File: src/hw/rtl/hbac_pkg.sv
package hbac_pkg;

   localparam int LIMIT_COUNT = 7;
   localparam int QUEUE_DEPTH = 2;

   localparam logic [1:0] FUNC_DRIVE  = 2'd0;
   localparam logic [1:0] FUNC_SAMPLE = 2'd1;
   localparam logic [1:0] FUNC_TICK   = 2'd2;

   localparam logic [1:0] MODE_STOPPED    = 2'd0;
   localparam logic [1:0] MODE_EXTENDING  = 2'd1;
   localparam logic [1:0] MODE_RETRACTING = 2'd2;
   localparam logic [1:0] MODE_TRIPPED    = 2'd3;

   localparam logic KIND_DRIVE     = 1'b0;
   localparam logic KIND_TELEMETRY = 1'b1;

   localparam logic [2:0] REG_END_OF_TRAVEL = 3'd7;

   typedef struct packed {
      logic [1:0]         func;
      logic [2:0]         channel;
      logic [1:0]         action_code;
      logic [31:0]        duration_ms;
      logic signed [15:0] sample_current_ma;
      logic [14:0]        sample_voltage_mv;
   } item_type;

   typedef struct packed {
      logic       result_kind;
      logic [2:0] result_channel;
      logic [1:0] channel_mode;
      logic [14:0] report_voltage_mv;
      logic signed [15:0] report_current_ma;
      logic       last;
   } result_type;

endpackage

File: src/hw/rtl/hbac_front.sv
module hbac_front #(
   parameter int CH_COUNT = 7
) (
   input  logic               clock,
   input  logic               reset,
   input  logic               start,
   output logic               busy,
   input  hbac_pkg::item_type req_item,
   output logic               queue_valid,
   output hbac_pkg::item_type queue_item,
   input  logic               queue_pop
);
   import hbac_pkg::*;

   localparam logic [2:0] CH_LIMIT = 3'(CH_COUNT);

   item_type   queue_ff [QUEUE_DEPTH];
   logic       wr_ptr_ff, wr_ptr_in;
   logic       rd_ptr_ff, rd_ptr_in;
   logic [1:0] count_ff, count_in;
   logic       keep;
   logic       push;

   // drop unknown functions and unusable channels here
   always_comb begin
      priority if (req_item.func == FUNC_TICK) begin
         keep = 1'b1;
      end else if (req_item.func == FUNC_DRIVE || req_item.func == FUNC_SAMPLE) begin
         keep = (req_item.channel < CH_LIMIT);
      end else begin
         keep = 1'b0;
      end
   end

   assign busy        = (count_ff == 2'(QUEUE_DEPTH));
   assign push        = start && !busy && keep;
   assign queue_valid = (count_ff != 2'd0);
   assign queue_item  = queue_ff[rd_ptr_ff];

   always_comb begin
      wr_ptr_in = push ? ~wr_ptr_ff : wr_ptr_ff;
      rd_ptr_in = queue_pop ? ~rd_ptr_ff : rd_ptr_ff;
      count_in  = count_ff + 2'(push) - 2'(queue_pop);
   end

   always_ff @(posedge clock) begin
      if (reset) begin
         wr_ptr_ff <= 1'b0;
         rd_ptr_ff <= 1'b0;
         count_ff  <= 2'd0;
      end else begin
         wr_ptr_ff <= wr_ptr_in;
         rd_ptr_ff <= rd_ptr_in;
         count_ff  <= count_in;
      end
   end

   always_ff @(posedge clock) begin
      if (push) begin
         queue_ff[wr_ptr_ff] <= req_item;
      end
   end

endmodule

File: src/hw/rtl/hbac_back.sv
module hbac_back #(
   parameter int CH_COUNT    = 7,
   parameter int TIMER_WIDTH = 32
) (
   input  logic                 clock,
   input  logic                 reset,
   input  logic                 queue_valid,
   input  hbac_pkg::item_type   queue_item,
   output logic                 queue_pop,
   input  logic                 csr_write_enable,
   input  logic [2:0]           csr_index,
   input  logic [15:0]          csr_write_data,
   output logic                 rsp_valid,
   output hbac_pkg::result_type rsp_result
);
   import hbac_pkg::*;

   localparam int IDX_W = (CH_COUNT > 1) ? $clog2(CH_COUNT) : 1;
   localparam int SUM_W = ((TIMER_WIDTH > 32) ? TIMER_WIDTH : 32) + 1;
   localparam logic STATE_IDLE  = 1'b0;
   localparam logic STATE_SWEEP = 1'b1;

   logic                   state_ff, state_in;
   logic [IDX_W-1:0]       idx_ff, idx_in;
   logic [1:0]             mode_ff  [CH_COUNT];
   logic [1:0]             mode_in  [CH_COUNT];
   logic                   armed_ff [CH_COUNT];
   logic                   armed_in [CH_COUNT];
   logic [TIMER_WIDTH-1:0] rem_ff   [CH_COUNT];
   logic [TIMER_WIDTH-1:0] rem_in   [CH_COUNT];
   logic [14:0]            limit_ff [LIMIT_COUNT];
   logic signed [15:0]     eot_ff;
   logic                   valid_ff, valid_in;
   result_type             result_ff, result_in;

   logic [IDX_W-1:0]       ch;
   logic [TIMER_WIDTH-1:0] base;
   logic [SUM_W-1:0]       sum;
   logic [1:0]             new_mode;
   logic                   later_expiry;

   assign ch = queue_item.channel[IDX_W-1:0];

   always_comb begin
      base = armed_ff[ch] ? rem_ff[ch] : '0;
      sum  = SUM_W'(base) + SUM_W'(queue_item.duration_ms);
   end

   // any expiry still ahead of the sweep position
   always_comb begin
      later_expiry = 1'b0;
      for (int j = 0; j < CH_COUNT; j++) begin
         if (IDX_W'(j) > idx_ff && armed_ff[j] && rem_ff[j][TIMER_WIDTH-1:1] == '0) begin
            later_expiry = 1'b1;
         end
      end
   end

   always_comb begin
      state_in  = state_ff;
      idx_in    = idx_ff;
      mode_in   = mode_ff;
      armed_in  = armed_ff;
      rem_in    = rem_ff;
      valid_in  = 1'b0;
      result_in = result_ff;
      queue_pop = 1'b0;
      new_mode  = MODE_STOPPED;
      unique case (state_ff)
         STATE_IDLE: begin
            if (queue_valid) begin
               queue_pop = 1'b1;
               unique case (queue_item.func)
                  FUNC_DRIVE: begin
                     new_mode = queue_item.action_code[0] ? MODE_EXTENDING : MODE_RETRACTING;
                     if (queue_item.action_code[1]) begin
                        armed_in[ch] = 1'b1;
                        if (sum[SUM_W-1:TIMER_WIDTH] != '0) begin
                           rem_in[ch] = '1;
                        end else begin
                           rem_in[ch] = sum[TIMER_WIDTH-1:0];
                        end
                     end
                     mode_in[ch]                 = new_mode;
                     valid_in                    = 1'b1;
                     result_in.result_kind       = KIND_DRIVE;
                     result_in.result_channel    = queue_item.channel;
                     result_in.channel_mode      = new_mode;
                     result_in.report_voltage_mv = '0;
                     result_in.report_current_ma = '0;
                     result_in.last              = 1'b1;
                  end
                  FUNC_SAMPLE: begin
                     new_mode = mode_ff[ch];
                     if (queue_item.sample_current_ma > $signed({1'b0, limit_ff[ch]})) begin
                        new_mode     = MODE_TRIPPED;
                        armed_in[ch] = 1'b0;
                     end
                     if ((new_mode == MODE_EXTENDING || new_mode == MODE_RETRACTING) &&
                         queue_item.sample_current_ma < eot_ff) begin
                        new_mode     = MODE_STOPPED;
                        armed_in[ch] = 1'b0;
                     end
                     mode_in[ch]                 = new_mode;
                     valid_in                    = 1'b1;
                     result_in.result_kind       = KIND_TELEMETRY;
                     result_in.result_channel    = queue_item.channel;
                     result_in.channel_mode      = new_mode;
                     result_in.report_voltage_mv = queue_item.sample_voltage_mv;
                     result_in.report_current_ma = queue_item.sample_current_ma;
                     result_in.last              = 1'b1;
                  end
                  default: begin
                     state_in = STATE_SWEEP;
                     idx_in   = '0;
                  end
               endcase
            end
         end
         STATE_SWEEP: begin
            if (armed_ff[idx_ff]) begin
               if (rem_ff[idx_ff][TIMER_WIDTH-1:1] == '0) begin
                  mode_in[idx_ff]             = MODE_STOPPED;
                  armed_in[idx_ff]            = 1'b0;
                  valid_in                    = 1'b1;
                  result_in.result_kind       = KIND_DRIVE;
                  result_in.result_channel    = 3'(idx_ff);
                  result_in.channel_mode      = MODE_STOPPED;
                  result_in.report_voltage_mv = '0;
                  result_in.report_current_ma = '0;
                  result_in.last              = !later_expiry;
               end else begin
                  rem_in[idx_ff] = rem_ff[idx_ff] - TIMER_WIDTH'(1);
               end
            end
            if (idx_ff == IDX_W'(CH_COUNT - 1)) begin
               state_in = STATE_IDLE;
            end else begin
               idx_in = idx_ff + IDX_W'(1);
            end
         end
         default: begin
            state_in = STATE_IDLE;
         end
      endcase
   end

   always_ff @(posedge clock) begin
      if (reset) begin
         state_ff <= STATE_IDLE;
         valid_ff <= 1'b0;
         for (int i = 0; i < CH_COUNT; i++) begin
            mode_ff[i]  <= MODE_STOPPED;
            armed_ff[i] <= 1'b0;
         end
         for (int i = 0; i < LIMIT_COUNT; i++) begin
            limit_ff[i] <= '1;
         end
         eot_ff <= '0;
      end else begin
         state_ff <= state_in;
         valid_ff <= valid_in;
         mode_ff  <= mode_in;
         armed_ff <= armed_in;
         if (csr_write_enable) begin
            if (csr_index == REG_END_OF_TRAVEL) begin
               eot_ff <= csr_write_data;
            end else begin
               limit_ff[csr_index] <= csr_write_data[14:0];
            end
         end
      end
   end

   always_ff @(posedge clock) begin
      idx_ff    <= idx_in;
      rem_ff    <= rem_in;
      result_ff <= result_in;
   end

   assign rsp_valid  = valid_ff;
   assign rsp_result = result_ff;

endmodule

File: src/hw/rtl/hbridge_actuator_channel_controller.sv
// H-bridge actuator controller for up to seven channels.
// Input beat: pulse start with req_* fields while busy is low; func 0 is a
// drive command, 1 a current sample, 2 a one-millisecond tick.
// Beats with an unknown func or an unusable channel are dropped at once.
// Accepted beats go into a two-entry queue; the back end takes one at a time.
// Result beats appear on rsp_* for one cycle, marked by rsp_valid; the
// receiver cannot stall them. rsp_last marks the final result of a beat.
// A command or sample passes through its queue entry and then the result
// register when the back end is free. A tick leaves the queue and then
// sweeps the channels one per cycle, so it occupies the back end for the
// whole sweep and gives at most one expiry result per cycle; commands and
// samples need no sweep.
// busy is high only while the queue holds two beats.
// csr_* writes a register at once: index 0..6 channel trip limits, 7 the
// end-of-travel current; write only while the block is idle.
// Reset (synchronous): all channels stopped, timers disarmed, limits at
// full scale, end-of-travel current zero, queue empty.
module hbridge_actuator_channel_controller #(
   parameter int NUM_CHANNELS = 7,
   parameter int TIMER_WIDTH  = 32
) (
   input  logic               clock,
   input  logic               reset,
   input  logic               start,
   output logic               busy,
   input  logic [1:0]         req_func,
   input  logic [2:0]         req_channel,
   input  logic [1:0]         req_action_code,
   input  logic [31:0]        req_duration_ms,
   input  logic signed [15:0] req_sample_current_ma,
   input  logic [14:0]        req_sample_voltage_mv,
   input  logic               csr_write_enable,
   input  logic [2:0]         csr_index,
   input  logic [15:0]        csr_write_data,
   output logic               rsp_valid,
   output logic               rsp_result_kind,
   output logic [2:0]         rsp_result_channel,
   output logic               rsp_drive_high_side_a,
   output logic               rsp_drive_high_side_b,
   output logic [1:0]         rsp_channel_mode,
   output logic [14:0]        rsp_report_voltage_mv,
   output logic signed [15:0] rsp_report_current_ma,
   output logic               rsp_last
);
   import hbac_pkg::*;

   localparam int CH_COUNT = (NUM_CHANNELS < LIMIT_COUNT) ? NUM_CHANNELS : LIMIT_COUNT;

   item_type   req_item;
   item_type   queue_item;
   logic       queue_valid;
   logic       queue_pop;
   result_type rsp_result;

   always_comb begin
      req_item.func              = req_func;
      req_item.channel           = req_channel;
      req_item.action_code       = req_action_code;
      req_item.duration_ms       = req_duration_ms;
      req_item.sample_current_ma = req_sample_current_ma;
      req_item.sample_voltage_mv = req_sample_voltage_mv;
   end

   hbac_front #(
      .CH_COUNT (CH_COUNT)
   ) u_front (
      .clock       (clock),
      .reset       (reset),
      .start       (start),
      .busy        (busy),
      .req_item    (req_item),
      .queue_valid (queue_valid),
      .queue_item  (queue_item),
      .queue_pop   (queue_pop)
   );

   hbac_back #(
      .CH_COUNT    (CH_COUNT),
      .TIMER_WIDTH (TIMER_WIDTH)
   ) u_back (
      .clock            (clock),
      .reset            (reset),
      .queue_valid      (queue_valid),
      .queue_item       (queue_item),
      .queue_pop        (queue_pop),
      .csr_write_enable (csr_write_enable),
      .csr_index        (csr_index),
      .csr_write_data   (csr_write_data),
      .rsp_valid        (rsp_valid),
      .rsp_result       (rsp_result)
   );

   assign rsp_result_kind       = rsp_result.result_kind;
   assign rsp_result_channel    = rsp_result.result_channel;
   assign rsp_drive_high_side_a = (rsp_result.channel_mode == MODE_EXTENDING);
   assign rsp_drive_high_side_b = (rsp_result.channel_mode == MODE_RETRACTING);
   assign rsp_channel_mode      = rsp_result.channel_mode;
   assign rsp_report_voltage_mv = rsp_result.report_voltage_mv;
   assign rsp_report_current_ma = rsp_result.report_current_ma;
   assign rsp_last              = rsp_result.last;

endmodule

File: config.mk
export PLATFORM = sky130hd
export DESIGN_NAME = hbridge_actuator_channel_controller
export DESIGN_NICKNAME = d
export VERILOG_FILES = /design/src/hw/rtl/hbac_pkg.sv /design/src/hw/rtl/hbac_front.sv /design/src/hw/rtl/hbac_back.sv /design/src/hw/rtl/hbridge_actuator_channel_controller.sv
export SDC_FILE = /design/constraint.sdc
export NUM_CORES = 1
export LEC_CHECK = 0
export BUFFER_PORTS_ARGS = -buffer_cell sky130_fd_sc_hd__buf_2
export CAP_MARGIN = 0
export CORE_MARGIN = 2
export CORE_UTILIZATION = 30
export DETAILED_ROUTE_END_ITERATION = 16
export GPL_TIMING_DRIVEN = 0
export SLEW_MARGIN = 20
export SYNTH_ARGS = -nofsm -noshare
export SYNTH_HDL_FRONTEND = slang
export SYNTH_SLANG_ARGS = --single-unit
File: constraint.sdc
create_clock -name clock -period 7.39 [get_ports clock]
set_clock_uncertainty 0.15 [all_clocks]
set_input_delay 0.3695 -clock clock [delete_from_list [all_inputs] [get_ports clock]]
set_output_delay 0.3695 -clock clock [all_outputs]
set_load 0.1 [all_outputs]
Word level (Yosys, flattened, before mapping)
Memory sizes are Yosys's and may differ from the RTL's. A register that Yosys moved wholly into a read port is not among the register bits. Index checks and enable logic that the tools add are counted. W data, S select, Z words.

Magnitude comparators: 14. Add/subtract/negate cells: 5. Reductions and logical operators: 41. Bitwise operators: 14. Multiplexer cells: 106. Equality and inequality tests: 20.

Operator list (count): $mux W224 (6); $bwmux W224 (2); $pmux W224 S2 (1); $logic_not A31 Y1 (8); $mux W32 (7); $or A224 B224 Y224 (1); $bmux W32 S3 (2); $demux W32 S3 (2); $pmux W38 S2 (2); $mux W38 (3); $mux W7 (9); $pmux W14 S2 (2); $mux W14 (3); $mux W1 (35); $add A32 B32 Y33 (1); $sub A32 B1 Y32 const B (1); $bwmux W14 (2); $pmux W7 S2 (2); $mux W2 (13); $and A7 B7 Y7 (3); $logic_and A1 B1 Y1 (19); $gt A16 B16 Y1 (1); $lt A16 B16 Y1 (1); $ne A2 B2 Y1 const B (8); 37 further kinds (66).

Bits of input ports: 93. Memories kept: 2. Flip-flop bits (word level): 308. Memory bits (writable): 245. Word-level logic and storage cells: 236.

Memory list: u_front.queue_ff (words 2, width 70, rd ports 1, clocked after memory_dff 1, write ports 1, RTL line hbac_front.sv:17) `item_type queue_ff [QUEUE_DEPTH];`; u_back.limit_ff (words 7, width 15, rd ports 1, clocked after memory_dff 0, write ports 7, RTL line hbac_back.sv:31) `logic [14:0] limit_ff [LIMIT_COUNT];`.

Longest topological paths before layout
Gate-level depths: netlist of the first run.

Depth after elaboration: 19. Mapped depth: 25. Depth with buffers taken out: 19.

Hierarchy
Synthesis of the first run repeated with hierarchy kept, for this count alone.

Cells, all modules: 2901. Area total of the unflattened synthesis: 32239.7 sq um.

Modules (own cells, without submodules): hbac_back (instances 1, area each 26610.5 sq um, seq. area each 12191.7 sq um, cells an instance 2654); hbac_front (instances 1, area each 5614.1 sq um, seq. area each 4304.1 sq um, cells an instance 245); hbridge_actuator_channel_controller (instances 1, area each 15.0 sq um, seq. area each 0.0 sq um, cells an instance 2).

Least setup slack after synthesis of the first run
OpenSTA, ideal clock, no wires.

Path type: register to register. Start point: register (tool-made name). End point: register u_back.rem_ff[100] (netlist name), enable pin. Clock period less this slack: 6.929 ns. Slack: 0.461 ns. Stages on the path, launching flop included: 22. Path buffers: 7. Arrival: 6.347 ns. Data required time: 6.808 ns. Setup time: 0.432 ns. Cell sequence: dfxtp_1 > buf_2 > buf_2 > mux2_2 > buf_1 > clkbuf_1 > clkbuf_1 > buf_1 > nor2_1 > nor3_1 > ha_1 > inv_1 > fa_1 > nor2b_1 > o2111ai_1 > a21oi_1 > a211o_1 > o211ai_1 > o21ai_1 > clkbuf_1 > nor2_1 > a21oi_1.

RTL lines: end signal, assigned (RTL line hbac_back.sv:177) `rem_ff <= rem_in;`; end, declared (RTL line hbac_back.sv:29) `logic [TIMER_WIDTH-1:0] rem_ff [CH_COUNT];`.

==> results of run 1 <==
## tightest hold or removal path, stage by stage
cell and delay [ns]:
buf_2 0.12, nand2_1 0.07, nor2_1 0.10, nand2_1 0.09
a21oi_1 0.05
## repair_timing
action,CTS,global route
endpoints found under the hold margin,225,0
endpoints found under the setup margin,448,271
setup buffers,14,4
hold buffers,86,0
gates cloned,0,0
pin swaps,6,2
resized for setup,85,22
## flip-flops by register name, summed over array words and instances, names as in the netlist, 2 cells and up, named ones only
signal / cells
u_back.eot_ff: 16
u_back.idx_ff: 3
u_back.limit_ff: 120
u_back.mode_ff: 14
u_back.rem_ff: 224
u_back.rsp_result: 38
u_front.count_ff: 2
u_front.queue_ff: 140
## area by class of cell
| class | instances | area (um^2) | area share |
|---|---|---|---|
| Inverter | 69 | 260.3 | 0.006744 |
| Multi-Input combinational cell | 2182 | 14470 | 0.3750 |
| Clock buffer | 81 | 1792 | 0.04643 |
| Timing Repair Buffer | 267 | 2328 | 0.06034 |
| Clock inverter | 42 | 488.0 | 0.01265 |
| Sequential cell | 569 | 16500 | 0.4275 |
| Tap cell | 1391 | 1740 | 0.04510 |
| Buffer | 192 | 982.2 | 0.02545 |
| Antenna cell | 13 | 32.53 | 0.0008430 |
## placed cells by master (no fill, tap or decap), types with 22 or more instances in the layout
cell type      instances
a21oi_1              225
nand4_1               22
inv_1                 64
nand2_1              427
dlygate4sd3_1         86
clkbuf_16             69
buf_2                159
mux4_2                25
or2_2                 24
clkbuf_2              35
edfxtp_1             510
o21ai_0              139
clkbuf_1              94
buf_4                 30
a221o_1               31
nor3_1                43
nand2b_1              31
dfxtp_1               59
mux2i_1               75
mux2_2                62
ha_1                  68
o22ai_1               75
a21o_1                23
o221ai_1              70
a211oi_1              43
a22oi_1               87
nor2_1               201
nor2b_1               37
nand3_1               42
nor4_1                53
xnor2_1               32
## layer usage
metal	vias to the layer above	part of all wire
li1	12256	-
met3	585	0.099
met5	-	0.00019
met4	4	0.087
met1	14980	0.39
met2	2125	0.43
## cells in the mapped netlist, drive strengths merged, types with 11 or more instances
library cell,instances
nor3,56
o2bb2ai,20
mux2,67
a21oi,234
dfxtp,59
o211ai,11
mux2i,78
o22ai,75
xor2,22
a22oi,87
nand2,431
a22o,14
or2,25
nor2b,38
ha,68
o21ai,149
a211oi,44
buf,62
nand2b,31
nor4,57
inv,65
a211o,20
a21o,23
clkbuf,131
o221ai,71
nand4,23
nand3,42
a221o,31
edfxtp,510
nor2,213
mux4,25
xnor2,36
a31oi,20
## kinds of logic (layout without fill, tap and decap cells)
kind of cell,count (synthesis),count (layout),share of synthesized area
adders and majority gates,69,69,0.02757
other,1,28,0.0001187
muxes,170,170,0.06642
DFF,569,569,0.5222
AOI/OAI and AO/OA,892,892,0.1906
and+or+nand+nor,978,978,0.1426
buffers and inverters,262,651,0.03398
xor gates and xnor gates,58,58,0.01656
## path summary, 6_finish.rpt
| path | from | end | slack (ns) | depth (start not counted) |
|---|---|---|---|---|
| hold reg to reg | u_back.eot_ff[13]$_SDFFE_PP0P_ | u_back.eot_ff[13]$_SDFFE_PP0P_ | 0.31 | 2 |
| setup reg to reg | flip-flop | u_back.rem_ff[140]$_DFFE_PP_ | 0.05 | 21 |
| setup / recovery | flip-flop | u_back.rem_ff[140]$_DFFE_PP_ | 0.05 | 21 |
| hold / removal | csr_write_enable | u_back.eot_ff[1]$_SDFFE_PP0P_ | 0.05 | 5 |
## power breakdown
group	internal [W]	leakage (nW)	total [W]	switching, W
combinational	0.00238	6.92	0.00929	0.00691
sequential	0.00403	5.27	0.00424	0.000214
clock	0.00198	1.10	0.00349	0.00151
## per-stage QoR
stage / worst slack [ns] / power, W / std cells
4_1_cts: 0.0006981 / 0.01661 / 4789
6_report: 0.05357 / 0.01702 / 4806
3_3_place_gp: -5.817 / 0.01284 / 4536
2_1_floorplan: 0.4614 / 0.009045 / 3013
5_1_grt: -0.004712 / 0.01733 / 4794
3_5_place_dp: -2.260 / 0.01300 / 4567
==> summary.md, run 1 <==
| Metric | Value |
|---|---|
| Largest area contributor in the netlist | edfxtp_1 |
| Die footprint | between 100000 and 150000 um^2 |
| Hold WC Path Type | primary input to flip-flop |
| Crit-path cells | buf_2 -> mux2i_2 -> clkbuf_4 -> clkbuf_4 -> clkbuf_4 -> o211ai_1 -> o21ai_0 -> o21ai_0 -> nor2_1 -> ha_1 -> a21o_1 -> a21oi_1 -> a21oi_1 -> a211o_1 -> o211ai_1 -> o21a_1 -> clkbuf_2 -> clkbuf_2 -> nand2_1 -> a22oi_1 -> o21ai_0 |
| Worst EP required | around 7.6 ns |
| Post-synth EDFFs | roughly 500 |
| Met2 usage | 0.5018 |
| GRT Max-Usage Layer | met2 |
| Slowest CP cell | mux2i_2 |
| Slew headroom | 0.02621 |
| DIE WIDTH | between 300 and 400 um |
| Sequential element share of the synthesized area | 0.5222 |
| CP Buf/Inv Count | 6 |
| Post-DP HPWL | 139.3 mm |
| Total I/O pin count | ~140 |
| Status | finished, final reports clean |
| Number of hold violations in the final report | 0 |
| Syn_area_per_cell | between 10 and 15 um^2 |
| Final #Nets | 3512 |
| Design area | ~39000 um^2 |
| Grt ovf | 0 |
| Yosys warnings | 0 |
| LEAKAGE | ~13 nW |
| Peak supply drop | 0.2157 mV |
| Max_cap viols | 0 |
| Antenna violations before repair | 12 |
| Clk sink count | roughly 570 |
| Synth-to-layout area growth | 22.16% |
| Final core utilization | 0.3681 |
| Startpoint types | flip-flop |
| Distinct cells, synth | between 90 and 100 |
| Power Density | ~440 nW/um^2 |
| RSZ-0062 raised after global routing | true |
| Max Fclk | 136.3 MHz |
| Latest clock arrival within the worst-skew pair | around 0.66 ns |
| Row count | 119 |
| Core footprint | roughly 100000 um^2 |
| Setup violators final | 0 |
| Starting density of the core | 0.3014 |
| DRT iter0 DRCs | ~4300 |
| Period minus WS final | 7.336 ns |
| Setup TNS | 0 ns |
| DR vias | roughly 30000 |
| Tcrit/Tclk final | 0.9928 |
| Post-Synthesis Cells | 2999 |
| Htree depth | 3 |
| Met1 Use GR | 0.4210 |
| Largest stage delay, worst path | about 0.56 ns |
| Gr usage total | 0.3359 |
| Die H | between 300 and 400 um |
| First-pass GRT wire length | between 200 and 250 mm |
| CP top delay family | compound AO/OA/AOI/OAI gates |
| CP endpoint kind | flip-flop |
| Final hold slack | 0.04976 ns |
| Primary FF master, synth | edfxtp_1 |
| WL final | approximately 190 mm |
| Share of cells above drive strength 1 | 0.1693 |
| Vias/cell | 6.232 |
| Worst Path Arrival | about 7.5 ns |
| Critical path class | flip-flop to flip-flop |
| GPL Wtd Cong | a little over 1 |
| Largest net degree at the start of global routing | 38 |
| Worst slew pin tran | about 1.4 ns |
| GR Util met3 | 0.08937 |
| Vias in the first global route | roughly 28000 |
| Antenna Violating Nets Remaining | 0 |
| Ys async rst share | 0 |
| Seq cells post-synth | approximately 570 |
| Clk buf depth | 3 |
| Top-area cell type share of the netlist area | 0.4848 |
| Max Fanout on Critical Path | 10 |
| CTS Buf Count | 69 |
| Synthesized area | roughly 32000 um^2 |
| Placed cell areas | around 35000 um^2 |
| Clock root cell | clkbuf_16 |
| Filler Cell Count | 10481 |
| CTS tree | yes |
| Routed len/inst | between 30 and 40 um |
| PortBufs | 132 |
| Slew Viols, Final | 0 |
| Largest cells by area after synthesis | edfxtp_1, nand2_1, dfxtp_1, a21oi_1, ha_1 |
| Reg clk slew, reported paths | 0.06 ns |
| First drt pass iteration count | 6 |
| DRC | 0 |
No activity file was read; power rests on OpenSTA's default activity.
==> inputs of run 2 (changes only) <==
==> constraint.sdc (replaced) <==
create_clock -name clock -period 7.39 [get_ports clock]
set_clock_uncertainty 0.15 [all_clocks]
set_input_delay 0 -clock clock [delete_from_list [all_inputs] [get_ports clock]]
set_output_delay 0 -clock clock [all_outputs]
set_load 0.1 [all_outputs]
==> summary.md, run 2 (synthesis gave the netlist of run 1 again) <==
| Metric | Value |
|---|---|
| DIE WIDTH | 328.5 um (unchanged) |
| CTS Buf Count | 69 (unchanged) |
| Critical path class | flip-flop to flip-flop |
| Vias in the first global route | 28709 (+1.7%) |
| Die H | 328.5 um (unchanged) |
| Row count | 119 (unchanged) |
| Max Fanout on Critical Path | 10 (unchanged) |
| Latest clock arrival within the worst-skew pair | 0.66 ns (about the same) |
| Biggest regs | u_back.rem_ff (224), u_front.queue_ff (140), u_back.limit_ff (120) |
| DRC | 0 (unchanged) |
| Worst EP required | 7.56 ns (-0.04 ns) |
| Clock root cell | clkbuf_16 |
| Hold Path Sink | u_front.queue_ff[0][69]$_DFFE_PP_ |
| Crit-path cells | buf_2 -> mux2i_2 -> clkbuf_4 -> clkbuf_4 -> clkbuf_4 -> o211ai_1 -> o21ai_0 -> o21ai_0 -> nor2_1 -> ha_1 -> a21o_1 -> a21oi_1 -> a21oi_1 -> a211o_1 -> o211ai_1 -> o21a_1 -> clkbuf_2 -> clkbuf_2 -> nand2_1 -> a22oi_1 -> o21ai_0 |
| RSZ-0062 raised after global routing | true |
| CP endpoint kind | flip-flop |
| Clk buf depth | 3 (unchanged) |
| Largest net degree at the start of global routing | 38 (unchanged) |
| Vias/cell | 6.202 (-0.48%) |
| Period minus WS final | 7.348 ns (+0.01128 ns) |
| Routed length on met2 | 80.25 mm (+1.4%) |
| HP Start | req_func[1] |
| Uppermost layer routed | met5 |
| GPL Wtd Cong | 1.029 (unchanged) |
| Post-DP HPWL | 139.3 mm (unchanged) |
| Share of cells above drive strength 1 | 0.1648 (-0.004552) |
| Die footprint | 107900 um^2 (unchanged) |
| Tcrit/Tclk final | 0.9943 (+0.001526) |
| Routed len/inst | 38.18 um (-1.2%) |
| Startpoint types | flip-flop |
| Max Fclk | 136.1 MHz (-0.15%) |
| Commonest non-fill, non-tap cells in the layout | edfxtp_1, nand2_1, a21oi_1 |
| Number of hold violations in the final report | 0 (unchanged) |
| First-pass GRT wire length | 248.3 mm (+0.83%) |
| WL final | 186.8 mm (+0.57%) |
| Slew Viols, Final | 0 (unchanged) |
| Final #Nets | 3606 (+2.7%) |
| Biggest register | u_back.rem_ff |
| Antenna violations before repair | 19 (+7) |
| Slowest CP cell | mux2i_2 |
| Starting density of the core | 0.3014 (unchanged) |
| Synth-to-layout area growth | 25.03% |
| Setup violators final | 0 (unchanged) |
| Final core utilization | 0.3768 (+0.008642) |
| DRT iter0 DRCs | 4106 (-4.5%) |
| Antenna Violating Nets Remaining | 0 (unchanged) |
| Total power | 0.01706 W (+0.24%) |
| Met3 WL | 19.12 mm (+3.7%) |
| Largest stage delay, worst path | 0.57 ns (about the same) |
| Grt ovf | 0 (unchanged) |
| Status | finished, final reports clean |
| Reg2reg end | u_back.rem_ff[142]$_DFFE_PP_ |
| Core footprint | 104800 um^2 (unchanged) |
| Peak supply drop | 0.2162 mV (+0.25%) |
| Hold Path Depth | 2 (-3) |
| WL met1 | 71.74 mm (-0.31%) |
| Worst Path Arrival | 7.52 ns (-0.02 ns) |
| Max reg flops | 224 (unchanged) |
| PortBufs | 132 (unchanged) |
| DR vias | 30340 (+1.3%) |
| Total I/O pin count | 135 (unchanged) |
| Reg2Reg Setup Slack | 0.04 ns (about the same) |
| Gr usage total | 0.3381 (+0.002163) |
| Reg clk slew, reported paths | 0.06 ns (about the same) |
| Worst slew pin tran | 1.423 ns (-0.01705 ns) |
| Max_cap viols | 0 (unchanged) |
| Power Density | 432.0 nW/um^2 (-2.1%) |
| Htree depth | 3 (unchanged) |
| LEAKAGE | 13.68 nW (+2.9%) |
| First drt pass iteration count | 6 (unchanged) |
| Clk sink count | 569 (unchanged) |
| Worst r2r path cells | 21 (unchanged) |
| Slew headroom | 0.03774 (+0.01153) |
| CTS tree | yes |
| Commonest non-fill, non-tap cell in the layout | edfxtp_1 |
| Hold WC Path Type | primary input to flip-flop |
run 2: timing repair:
| action | 4_1_cts | 5_1_grt |
|---|---|---|
| resized for setup | 85 | 23 |
| pin swaps | 6 | 1 |
| buffers inserted | 14 | 5 |
| endpoints found under the setup margin | 448 | 367 |
| endpoints found under the hold margin | 310 | 0 |
| hold buffers | 179 | 0 |
run 2: power breakdown:
| part | leakage, nW | switching, W | internal [W] |
|---|---|---|---|
| registers | 5.27 | 0.000214 | 0.00403 |
| logic | 7.31 | 0.00691 | 0.00241 |
| clock network | 1.10 | 0.00152 | 0.00198 |
| total | 13.7 | 0.00864 | 0.00842 |
run 2: area by class of cell:
cell class,count,area [um^2]
diodes,5,12.51
plain buffers,192,974.7
clock buffers,81,1792
clock inverters,42,488.0
fillers,10398,65330
inverters,69,260.3
multi-input cells,2182,14470
flip-flops and latches,569,16500
well taps,1391,1740
repair buffers,361,3267
run 2: worst max-delay path, delay by kind of cell (launching register included):
kind | cells | cell delay [ns]
flip-flops | 1 | 0.30
AO/OA/AOI/OAI | 11 | 2.95
AND/OR/NAND/NOR | 2 | 0.59
buffers and inverters | 6 | 2.08
adder cells (fa/ha/maj) | 1 | 0.35
multiplexers | 1 | 0.57
run 2: metal layers:
metal / GRT usage / vias up
met4: 0.2381 / 12
li1: - / 12461
met1: 0.4219 / 15027
met2: 0.5075 / 2238
met5: 0 / -
met3: 0.09039 / 602
run 2: worst max path at each step:
stage,from,cells past startpoint,endpoint
floorplan,flip-flop,21,u_back.rem_ff[100]$_DFFE_PP_
global placement,flip-flop,19,u_back.rem_ff[196]$_DFFE_PP_
detailed placement,flip-flop,22,u_back.rem_ff[97]$_DFFE_PP_
finish,flip-flop,21,u_back.rem_ff[142]$_DFFE_PP_
global route,flip-flop,21,u_back.rem_ff[204]$_DFFE_PP_
CTS,flip-flop,23,u_back.rem_ff[100]$_DFFE_PP_
run 2: through the flow:
stage,hold WS (ns),cells,instance area (um^2),worst slack [ns],setup TNS (ns)
finish,0.01436,4892,39500,0.04229,0
global route,0.02438,4888,39490,-0.005810,-0.007993
CTS,0.005455,4882,39380,0.0006981,0
detailed placement,0.04141,4567,34910,-2.260,-826.83
global placement,0.03805,4536,34040,-5.817,-1741.72
floorplan,-0.05113,3013,31640,0.4614,0
